## config.mk

```make
export PLATFORM = sky130hd
export DESIGN_NAME = press_length_led_controller_unit
export DESIGN_NICKNAME = d
export VERILOG_FILES = /design/src/design/plled_pkg.sv /design/src/design/press_length_led_controller_unit.sv
export SDC_FILE = /design/constraint.sdc
export NUM_CORES = 1
export LEC_CHECK = 0
export BUFFER_PORTS_ARGS = -buffer_cell sky130_fd_sc_hd__buf_4
export CORE_UTILIZATION = 55
export DETAILED_ROUTE_END_ITERATION = 16
export GPL_ROUTABILITY_DRIVEN = 0
export HOLD_SLACK_MARGIN = 0.15
export MAX_ROUTING_LAYER = met4
export PLACE_DENSITY = 0.8
export SLEW_MARGIN = 20
export SYNTH_ARGS = -nofsm -noshare
export SYNTH_HDL_FRONTEND = slang
export SYNTH_SLANG_ARGS = --single-unit
```

## constraint.sdc

```tcl
create_clock -name clock -period 23.4 [get_ports clock]
set_clock_uncertainty 0.15 [all_clocks]
set_input_delay 3.51 -clock clock [delete_from_list [all_inputs] [get_ports clock]]
set_output_delay 3.51 -clock clock [all_outputs]
set_load 0.005 [all_outputs]
```

## src/design/plled_pkg.sv

```systemverilog
// Shared types and constants for the press length LED controller.
`timescale 1ns / 1ps

package plled_pkg;

   // Width of the wrapping millisecond time base
   localparam int TIME_BITS = 32;
   localparam int CFG_BITS = 16;
   localparam int COUNT_BITS = 16;
   localparam int CSR_INDEX_BITS = 3;

   localparam logic [COUNT_BITS-1:0] COUNT_MAX = {COUNT_BITS{1'b1}};

   // Configuration register indexes
   localparam logic [CSR_INDEX_BITS-1:0] REG_SHORT_LIMIT = 3'd0;
   localparam logic [CSR_INDEX_BITS-1:0] REG_MEDIUM_LIMIT = 3'd1;
   localparam logic [CSR_INDEX_BITS-1:0] REG_FLASH = 3'd2;
   localparam logic [CSR_INDEX_BITS-1:0] REG_PERIOD_ONE = 3'd3;
   localparam logic [CSR_INDEX_BITS-1:0] REG_PERIOD_TWO = 3'd4;
   localparam logic [CSR_INDEX_BITS-1:0] REG_PERIOD_OTHER = 3'd5;

   // Configuration reset values
   localparam logic [CFG_BITS-1:0] SHORT_LIMIT_RESET = 16'd1500;
   localparam logic [CFG_BITS-1:0] MEDIUM_LIMIT_RESET = 16'd4000;
   localparam logic [CFG_BITS-1:0] FLASH_RESET = 16'd500;
   localparam logic [CFG_BITS-1:0] PERIOD_ONE_RESET = 16'd1000;
   localparam logic [CFG_BITS-1:0] PERIOD_TWO_RESET = 16'd2000;
   localparam logic [CFG_BITS-1:0] PERIOD_OTHER_RESET = 16'd3000;

   typedef enum logic [1:0] {
      KIND_NONE = 2'd0,
      KIND_SHORT = 2'd1,
      KIND_MEDIUM = 2'd2,
      KIND_LONG = 2'd3
   } press_kind_type;

endpackage

```

## src/design/press_length_led_controller_unit.sv

```systemverilog
// Top level of the press length LED controller: tick pipeline and LED state.
`timescale 1ns / 1ps
// Path: a transaction accepted into the input register is presented on the result port
//   from the result register, when not stalled.
// Throughput: one tick transaction per cycle while the result side does not stall; the
//   state update is a single pass of compares and two 32-bit subtracts between the two registers.
// Reset (synchronous, active high): empties both stages, clears all state and
//   loads the configuration registers with their defaults.
module press_length_led_controller_unit (
   input  logic                             clock,
   input  logic                             reset,
   // tick channel
   input  logic                             req_valid,
   output logic                             req_stall,
   input  logic                             req_button_down,
   // result channel
   output logic                             rsp_valid,
   input  logic                             rsp_stall,
   output logic                             rsp_led,
   output logic [1:0]                       rsp_press_kind,
   output logic [plled_pkg::COUNT_BITS-1:0] rsp_short_count,
   // configuration write channel
   input  logic                                 csr_valid,
   output logic                                 csr_ready,
   input  logic [plled_pkg::CSR_INDEX_BITS-1:0] csr_index,
   input  logic [plled_pkg::CFG_BITS-1:0]       csr_data
);

   // Configuration registers
   logic [plled_pkg::CFG_BITS-1:0] short_limit_ff, medium_limit_ff, flash_ff;
   logic [plled_pkg::CFG_BITS-1:0] period_one_ff, period_two_ff, period_other_ff;

   // Input stage
   logic s1_valid_ff, s1_down_ff;

   // Result stage
   logic                             out_valid_ff;
   logic                             led_ff;
   plled_pkg::press_kind_type        kind_ff;
   logic [plled_pkg::COUNT_BITS-1:0] count_ff;

   // Controller state
   logic [plled_pkg::TIME_BITS-1:0]  now_ff, hold_start_ff, flash_start_ff;
   logic                             held_ff, blinking_ff, lit_ff;
   logic [plled_pkg::COUNT_BITS-1:0] presses_ff;
   logic [plled_pkg::CFG_BITS-1:0]   blink_period_ff;

   // Next-state values
   logic [plled_pkg::TIME_BITS-1:0]  now_in, hold_start_in, flash_start_in;
   logic                             held_in, blinking_in, lit_in;
   logic [plled_pkg::COUNT_BITS-1:0] presses_in;
   logic [plled_pkg::CFG_BITS-1:0]   blink_period_in;
   plled_pkg::press_kind_type        kind_in;

   // Pipeline control
   logic out_take;   // result stage can load this cycle
   logic advance;    // the held tick is processed and moves to the result stage

   assign out_take  = !out_valid_ff || !rsp_stall;
   assign advance   = s1_valid_ff && out_take;
   // Stall only while a tick sits in the input stage and cannot move on
   assign req_stall = s1_valid_ff && !out_take;
   assign csr_ready = 1'b1;

   // ---------------------------------------------------------------------
   // Configuration writes; unknown indexes are dropped.
   // ---------------------------------------------------------------------
   always_ff @(posedge clock) begin
      if (reset) begin
         short_limit_ff  <= plled_pkg::SHORT_LIMIT_RESET;
         medium_limit_ff <= plled_pkg::MEDIUM_LIMIT_RESET;
         flash_ff        <= plled_pkg::FLASH_RESET;
         period_one_ff   <= plled_pkg::PERIOD_ONE_RESET;
         period_two_ff   <= plled_pkg::PERIOD_TWO_RESET;
         period_other_ff <= plled_pkg::PERIOD_OTHER_RESET;
      end else if (csr_valid && csr_ready) begin
         case (csr_index)
            plled_pkg::REG_SHORT_LIMIT:  short_limit_ff  <= csr_data;
            plled_pkg::REG_MEDIUM_LIMIT: medium_limit_ff <= csr_data;
            plled_pkg::REG_FLASH:        flash_ff        <= csr_data;
            plled_pkg::REG_PERIOD_ONE:   period_one_ff   <= csr_data;
            plled_pkg::REG_PERIOD_TWO:   period_two_ff   <= csr_data;
            plled_pkg::REG_PERIOD_OTHER: period_other_ff <= csr_data;
            default: ;
         endcase
      end
   end

   // ---------------------------------------------------------------------
   // Input stage: capture a tick whenever the stage is empty or draining.
   // ---------------------------------------------------------------------
   always_ff @(posedge clock) begin
      if (reset) begin
         s1_valid_ff <= 1'b0;
      end else if (!req_stall) begin
         s1_valid_ff <= req_valid;
      end
   end

   always_ff @(posedge clock) begin
      if (!req_stall && req_valid) begin
         s1_down_ff <= req_button_down;
      end
   end

   // ---------------------------------------------------------------------
   // Tick processing: press tracking, classification on release, then the
   // flash end check and the blink restart, all against the current time.
   // ---------------------------------------------------------------------
   always_comb begin
      logic [plled_pkg::TIME_BITS-1:0] dur;
      logic [plled_pkg::TIME_BITS-1:0] flash_age;
      logic                            flash_over;
      logic                            blink_due;

      held_in         = held_ff;
      hold_start_in   = hold_start_ff;
      presses_in      = presses_ff;
      blinking_in     = blinking_ff;
      blink_period_in = blink_period_ff;
      lit_in          = lit_ff;
      flash_start_in  = flash_start_ff;
      kind_in         = plled_pkg::KIND_NONE;
      now_in          = now_ff + 1'b1;

      // Press starts: note the time
      if (s1_down_ff && !held_ff) begin
         held_in       = 1'b1;
         hold_start_in = now_ff;
      end

      // Release: classify by the wrapped duration
      dur = now_ff - hold_start_ff;
      if (!s1_down_ff && held_ff) begin
         held_in = 1'b0;
         if (dur <= plled_pkg::TIME_BITS'(short_limit_ff)) begin
            kind_in = plled_pkg::KIND_SHORT;
            if (presses_ff != plled_pkg::COUNT_MAX) begin
               presses_in = presses_ff + 1'b1;
            end
            lit_in         = 1'b1;
            flash_start_in = now_ff;
         end else if (dur <= plled_pkg::TIME_BITS'(medium_limit_ff)) begin
            kind_in = plled_pkg::KIND_MEDIUM;
            if (presses_ff == plled_pkg::COUNT_BITS'(1)) begin
               blink_period_in = period_one_ff;
            end else if (presses_ff == plled_pkg::COUNT_BITS'(2)) begin
               blink_period_in = period_two_ff;
            end else begin
               blink_period_in = period_other_ff;
            end
            blinking_in    = 1'b1;
            lit_in         = 1'b1;
            flash_start_in = now_ff;
         end else begin
            kind_in     = plled_pkg::KIND_LONG;
            blinking_in = 1'b0;
            presses_in  = '0;
            lit_in      = 1'b0;
         end
      end

      // Flash end, then blink restart; both use the same flash age
      flash_age  = now_ff - flash_start_in;
      flash_over = flash_age >= plled_pkg::TIME_BITS'(flash_ff);
      blink_due  = flash_age >= plled_pkg::TIME_BITS'(blink_period_in);
      if (lit_in && flash_over) begin
         lit_in = 1'b0;
      end
      if (blinking_in && !lit_in && blink_due) begin
         lit_in         = 1'b1;
         flash_start_in = now_ff;
      end
   end

   // Commit state only when the tick advances into the result stage
   always_ff @(posedge clock) begin
      if (reset) begin
         now_ff          <= '0;
         hold_start_ff   <= '0;
         flash_start_ff  <= '0;
         held_ff         <= 1'b0;
         blinking_ff     <= 1'b0;
         lit_ff          <= 1'b0;
         presses_ff      <= '0;
         blink_period_ff <= '0;
      end else if (advance) begin
         now_ff          <= now_in;
         hold_start_ff   <= hold_start_in;
         flash_start_ff  <= flash_start_in;
         held_ff         <= held_in;
         blinking_ff     <= blinking_in;
         lit_ff          <= lit_in;
         presses_ff      <= presses_in;
         blink_period_ff <= blink_period_in;
      end
   end

   // ---------------------------------------------------------------------
   // Result stage: hold while stalled, load when a tick advances.
   // ---------------------------------------------------------------------
   always_ff @(posedge clock) begin
      if (reset) begin
         out_valid_ff <= 1'b0;
      end else if (out_take) begin
         out_valid_ff <= s1_valid_ff;
      end
   end

   always_ff @(posedge clock) begin
      if (advance) begin
         led_ff   <= lit_in;
         kind_ff  <= kind_in;
         count_ff <= presses_in;
      end
   end

   assign rsp_valid       = out_valid_ff;
   assign rsp_led         = led_ff;
   assign rsp_press_kind  = kind_ff;
   assign rsp_short_count = count_ff;

   // ---------------------------------------------------------------------
   // Assertions
   // ---------------------------------------------------------------------
   // Time advances by exactly one per processed tick
   a_time_step: assert property (@(posedge clock) disable iff (reset)
      advance |=> now_ff == $past(now_ff) + 1'b1)
      else $error("time base did not advance by one");

   // A classified release always ends the press
   a_release_ends_press: assert property (@(posedge clock) disable iff (reset)
      (advance && kind_in != plled_pkg::KIND_NONE) |=> !held_ff)
      else $error("press still held after release");

   // A long press leaves the LED dark and the count cleared in its result
   a_long_clears: assert property (@(posedge clock) disable iff (reset)
      (advance && kind_in == plled_pkg::KIND_LONG) |=>
         (!rsp_led && rsp_short_count == '0 && !blinking_ff))
      else $error("long press did not clear LED and count");

   // The input stage never stalls while the result stage is free
   a_no_idle_stall: assert property (@(posedge clock) disable iff (reset)
      (!out_valid_ff || !rsp_stall) |-> !req_stall)
      else $error("stall raised with room in the result stage");

endmodule

```

# == After elaboration in Yosys (flattened, before gate mapping) ==
# Cells that the tools add are included.
# classes
add_sub_neg,4
multipliers,0
n_div,0
magnitude_cmp,4
n_eq_ne,8
shift,0
n_mux,24
bitwise,1
n_reduce_logical,27
# op_table
op,n
16-bit 2-to-1 mux,9
32-bit 2-to-1 mux,4
32-bit by 16-bit greater-or-equal comparator with 1-bit output,2
32-bit by 16-bit <= comparator with 1-bit output,2
32-bit subtractor,2
32-bit by 1-bit adder with 32-bit output (second input constant),1
16-bit by 1-bit adder with 16-bit output (second input constant),1
16-bit by 1-bit == test with 1-bit output (second input constant),1
16-bit by 2-bit == test with 1-bit output (second input constant),1
16-bit inequality test (second input constant),1
2-bit AND reduction,8
1-bit 2-to-1 mux,11
1-bit logical AND,8
1-bit zero test,7
3-bit by 2-bit == test with 1-bit output (second input constant),2
3-bit == test (second input constant),2
3-bit by 1-bit == test with 1-bit output (second input constant),1
3-bit zero test,1
2-bit nonzero test,1
2-bit OR reduction,1
1-bit logical OR,1
1-bit NOT,1
# totals
regBits,249
latch_bits,0
ramBits,0
rom_bits,0
input_bits,25
output_inout_bits,22
word_cells,89
n_memories,0

# == Depth between registers and ports, before layout ==
# logic_depth
ltp_word,13
ltp_mapped,44
ltp_nobuf,41

# == Least setup slack after synthesis ==
# OpenSTA, ideal clock, no wires.
# synth_timing
path_kind,reg2reg
start,reg now_ff[0] (netlist bit)
end,reg flash_start_ff[10] (netlist bit)
setup_ps,128
t_arrival_ps,7895
required_time_ps,23122
path_slack_ps,15228
path_stages_with_launch,40
n_path_buf,3
synth_period_minus_slack_ps,8172
cell_sequence,dfxtp_1 -> inv_1 -> ha_1 -> fa_1 -> nand2b_1 -> a21oi_1 -> o21ai_1 -> nand2_1 -> a21oi_1 -> xnor2_1 -> ha_1 -> nand4_1 -> or2_2 -> o31a_1 -> nand2b_1 -> and2_1 -> and3_1 -> clkbuf_1 -> [4 not listed] -> nand2_1 -> o21ai_1 -> nand2_1 -> a21o_1 -> a21o_1 -> a31oi_1 -> xnor2_1 -> ha_1 -> a21o_1 -> a21o_1 -> a2111oi_0 -> o21ai_0 -> o311ai_0 -> a311oi_1 -> o21ai_4 -> buf_12 -> mux2i_1 -> nor2_1
# synth_between
elab_chain_len,13
elab_cells_between_ends,23
classes_between,2 x add/sub; 4 x order compare; 13 x mux; 4 x reduce/logical
# synth_rtl
item,line,rtl
from (decl),press_length_led_controller_unit.sv:43,"logic [plled_pkg::TIME_BITS-1:0] now_ff, hold_start_ff, flash_start_ff;"
from (signal assigned),press_length_led_controller_unit.sv:188,now_ff <= now_in;
32-bit subtractor,press_length_led_controller_unit.sv:133,dur = now_ff - hold_start_ff;
32-bit by 16-bit <= comparator with 1-bit output,press_length_led_controller_unit.sv:143,end else if (dur <= plled_pkg::TIME_BITS'(medium_limit_ff)) begin
32-bit 2-to-1 mux,press_length_led_controller_unit.sv:143,
32-bit 2-to-1 mux,press_length_led_controller_unit.sv:136,if (dur <= plled_pkg::TIME_BITS'(short_limit_ff)) begin
32-bit 2-to-1 mux,press_length_led_controller_unit.sv:134,if (!s1_down_ff && held_ff) begin
32-bit subtractor,press_length_led_controller_unit.sv:164,flash_age = now_ff - flash_start_in;
32-bit by 16-bit greater-or-equal comparator with 1-bit output,press_length_led_controller_unit.sv:165,flash_over = flash_age >= plled_pkg::TIME_BITS'(flash_ff);
1-bit logical AND,press_length_led_controller_unit.sv:167,if (lit_in && flash_over) begin
1-bit 2-to-1 mux,press_length_led_controller_unit.sv:167,
1-bit zero test,press_length_led_controller_unit.sv:170,if (blinking_in && !lit_in && blink_due) begin
1-bit logical AND (2 in a row),press_length_led_controller_unit.sv:170,
32-bit 2-to-1 mux *,press_length_led_controller_unit.sv:170,
to (signal assigned),press_length_led_controller_unit.sv:190,flash_start_ff <= flash_start_in;
to (decl),press_length_led_controller_unit.sv:43,
# Every way passes the cells marked *; elsewhere a longest branch is shown, timed or not.
# A chain may end at the register's enable or synchronous reset.

# == Worst setup path in the final report ==
# layout_timing
start,reg now_ff[0] (netlist bit)
end,reg flash_start_ff[5] (netlist bit)
# The elaborated chain is that of the path after synthesis.

==> impl_summary.md <==
Synth
The number of enable flip-flop cells after synthesis is 20. The number of library cell types mapped by synthesis is 91. The proportion of synthesized chip area in sequential cells is 0.323. The instance count of the mapped netlist is 2020. The number of nets handed over by synthesis was 2181. In the synthesized netlist the async set-or-reset flop fraction comes to 0. The number of synthesis warnings is 0.

Counting flops and latches in the post-synthesis netlist gives 249. The synthesized area divided by synthesized cell count is 7.94 sq um. For this run, the leading register cell type out of synthesis is dfxtp_1.

The mapped netlist covers 16000 sq um.

Timing
Hold timing on the final database bottoms out at a slack of 305 ps. Setup repair after global routing left no endpoint under its margin. The portion of the clock cycle consumed by the worst path in the final layout is 0.444.

At the pin with the least slew margin, the transition time is 1100 ps. Setup violations remaining at the end of the flow were counted as 0. The total count of hold-check failures in the final report is 0. The highest achievable clock rate is 0.0963 GHz. The final-report max-slew violation count is 0. The summed negative setup slack over all endpoints is 0 ps. The final critical delay including setup and external delays is 10380 ps.

The worst slew slack as a fraction of its limit is 0.251.

Critical path
The stage delay of the slowest cell on the critical path is 680 ps. The worst register-to-register path has a setup slack of 13020 ps. Of all nets on the critical path, the largest fanout is 32. The terminus of the critical flop-to-flop path is flash_start_ff[5]$_SDFFE_PP0P_. The family with the most delay on the worst path is compound AO/OA/AOI/OAI gates. The depth of the worst register-to-register path is 40. Data arrives at the worst endpoint at 10620 ps. The worst setup path is launched from a register. On the critical path, the stage with the largest delay is an instance of o31ai_1.

Counting both buffers and inverters, the worst setup path holds a total of 3. The data required time at the worst endpoint is 23640 ps. The origin of the critical flop-to-flop path is now_ff[0]$_SDFFE_PP0P_. The category of the most critical setup path is reg -> reg.

STA classifies the critical path endpoint as a register.

Min path
The beginning of the worst hold path is period_other_ff[13]$_SDFFE_PP0P_. The instance count along the most critical hold path is 2. The class of the tightest hold or removal check is reg -> reg. For hold timing, the worst endpoint is period_other_ff[13]$_SDFFE_PP0P_.

Clocking
The total setup buffers inserted after CTS is 0. In this run, post-CTS repair resized a total of 0 instances. Clock latency on the worst-skew pair, taken at its later pin, is 540 ps.

In this run the clock root is driven by a clkbuf_16. The number of clock buffers inserted by TritonCTS is 26. The clock-pin slew of the registers on the worst-case setup and hold paths is 60 ps. The clock net in this run drives a total of 249 sinks. In this run, post-CTS hold repair placed 0 buffers. TritonCTS built the clock tree. The buffer depth of the longest clock path is 3. The number of levels the H-tree was split into is 1.

Global routing
The number of global-route vias before repair came to 13.9k. Global routing finished with a remaining overflow of 0. The pin count of the biggest net entering global routing is 115. In the global route stage, overall resource usage came out at 0.283. The number of antenna violations at the first check in global routing came to 0.

The first global-routing pass estimated 68400 um of wire.

Job
The max-cap check violation count is 0.

Placed design
The count of buffers inserted at the top-level ports is 45. The HPWL after detailed placement is 30400 um.

Drt
The final route contains 14.7k vias. The number of iterations in the first detailed-routing pass is 6. The detailed-route wire length is 41700 um.

After the first detailed-routing iteration, the DRC count stood at 1369. After detailed routing, the number of remaining DRC violations is 0. The count of nets left with antenna violations once routing finished came out at 0. After detailed routing, the number of vias per cell comes to 6.13. The mean routed wirelength per cell is 17.4 um.

Die
The number of top-level pins is 47. The die is 173 um wide. The initial utilization of the core area, before any placement, comes to 0.559. The die covers 29900 sq um. The core footprint is 28700 sq um.

The vertical extent of the die is 173 um. The initialized floorplan defines 62 standard-cell rows.

Run status
The run finished with clean final reports.

Layout
Fill cells in the final layout number 2479. From synthesis to final layout, the design area changed by 8.29%. For this run, the post-layout net count is 2157. The footprint of the multi-input gates is 9970 sq um.

In the final layout, the share of cells above drive strength 1 is 0.0645. The repair_antennas step left the layout with diodes totalling 0. The sequential cell area in the final layout is 5180 sq um.

Power
In this run the power density over the cells is 56.7 nW/um^2. For this design the static power due to leakage is 7.71 nW. The maximum vdd drop is 0.0517 mV.
layer usage:
metal  wire, um  up-vias  global-route usage
met5          0        -                   -
met4       1460        0               0.104
met3       3060      109              0.0387
met2      19600      557               0.466
met1      17600     6965               0.354
li1           -     7073                   -
cell usage in the layout (no fill, tap or decap), types with 7 or more instances in the layout:
cell type    n
or3_1        9
o21ai_1      7
dfxtp_1    229
nor3_1      14
clkbuf_16   26
mux2i_1    102
and2_1      14
xnor2_1     22
and3_1      30
nand2_1    350
a31oi_1     27
xor2_1      50
nor2b_1     14
o21ai_0     53
edfxtp_1    20
nand3_1     58
a21oi_1    210
a21o_1      41
o21a_1      17
a311oi_1     9
buf_4       55
nor2_1     160
nand4_1     32
inv_1      105
a211oi_1    23
nand2b_1    20
o211ai_1    29
a41oi_1      7
ha_1       134
kinds of logic after synthesis:
kind of cell	Yosys count	synth area share
fa+ha+maj	136	0.107
simple gates	741	0.208
compound gates	500	0.201
flops	249	0.323
buf+inv	216	0.0557
mux	105	0.0657
xor+xnor	72	0.0393
other cells	1	0.000234
tightest hold or removal path, delay by kind of cell, from the launching register on:
kind | cells | cell delay [ps]
compound gates | 1 | 50
simple gates | 1 | 50
flops | 1 | 310
how the worst max path moves through the flow:
stage                      startpoint                              end  slack (ps)  cells after the start
6_report       now_ff[0]$_SDFFE_PP0P_   flash_start_ff[5]$_SDFFE_PP0P_       13020                     40
4_1_cts        now_ff[0]$_SDFFE_PP0P_   flash_start_ff[5]$_SDFFE_PP0P_       13140                     40
3_5_place_dp   now_ff[0]$_SDFFE_PP0P_   flash_start_ff[5]$_SDFFE_PP0P_       13230                     40
5_1_grt        now_ff[0]$_SDFFE_PP0P_  flash_start_ff[24]$_SDFFE_PP0P_       12320                     40
2_1_floorplan  now_ff[0]$_SDFFE_PP0P_  flash_start_ff[10]$_SDFFE_PP0P_       15230                     39
3_3_place_gp   now_ff[0]$_SDFFE_PP0P_   flash_start_ff[0]$_SDFFE_PP0P_       13820                     41
cell usage after synthesis (all sizes together) (26+ instances only):
master / number / area share
buf: 26 / 0.011
nand2: 352 / 0.082
a21oi: 213 / 0.067
ha: 134 / 0.10
mux2i: 102 / 0.064
o211ai: 30 / 0.014
inv: 107 / 0.025
o21ai: 61 / 0.020
clkbuf: 82 / 0.019
nand3: 58 / 0.018
nor2: 161 / 0.038
nand4: 32 / 0.012
a31oi: 27 / 0.011
a21o: 41 / 0.019
xor2: 50 / 0.027
and3: 31 / 0.012
dfxtp: 229 / 0.29
report_power, final:
part	internal [mW]	switching, mW	total [mW]
Combinational	0.0366	0.0688	0.105
Clock	0.260	0.179	0.438
Sequential	0.438	0.00416	0.442
Total	0.734	0.252	0.986
registers in the layout (all words and copies together) (netlist names), 2 cells and up:
| register | cells |
|---|---|
| flash_ff | 16 |
| period_other_ff | 16 |
| now_ff | 32 |
| period_one_ff | 16 |
| rsp_press_kind | 2 |
| hold_start_ff | 32 |
| medium_limit_ff | 16 |
| rsp_short_count | 16 |
| presses_ff | 16 |
| period_two_ff | 16 |
| blink_period_ff | 16 |
| flash_start_ff | 32 |
| short_limit_ff | 16 |
layout make-up:
type	instances	share of cell area
sequential	249	0.298
clock buffer	33	0.0407
tap	384	0.0276
inverter	108	0.0233
timing repair buffer	56	0.0244
multi-input combinational	1555	0.574
clock inverter	13	0.0115
stage by stage:
stage               std cells  utilization  setup WS, ps  power, mW  area [sq um]
global route             2398        0.605         12320       1.02         17400
floorplan                2020            -         15230      0.523         16000
global placement         2352        0.574         13820      0.551         16500
finish                   2398        0.605         13020      0.986         17400
CTS                      2398        0.605         13140      0.988         17400
detailed placement       2352        0.574         13230      0.555         16500
(Power assumes the default switching activity.)
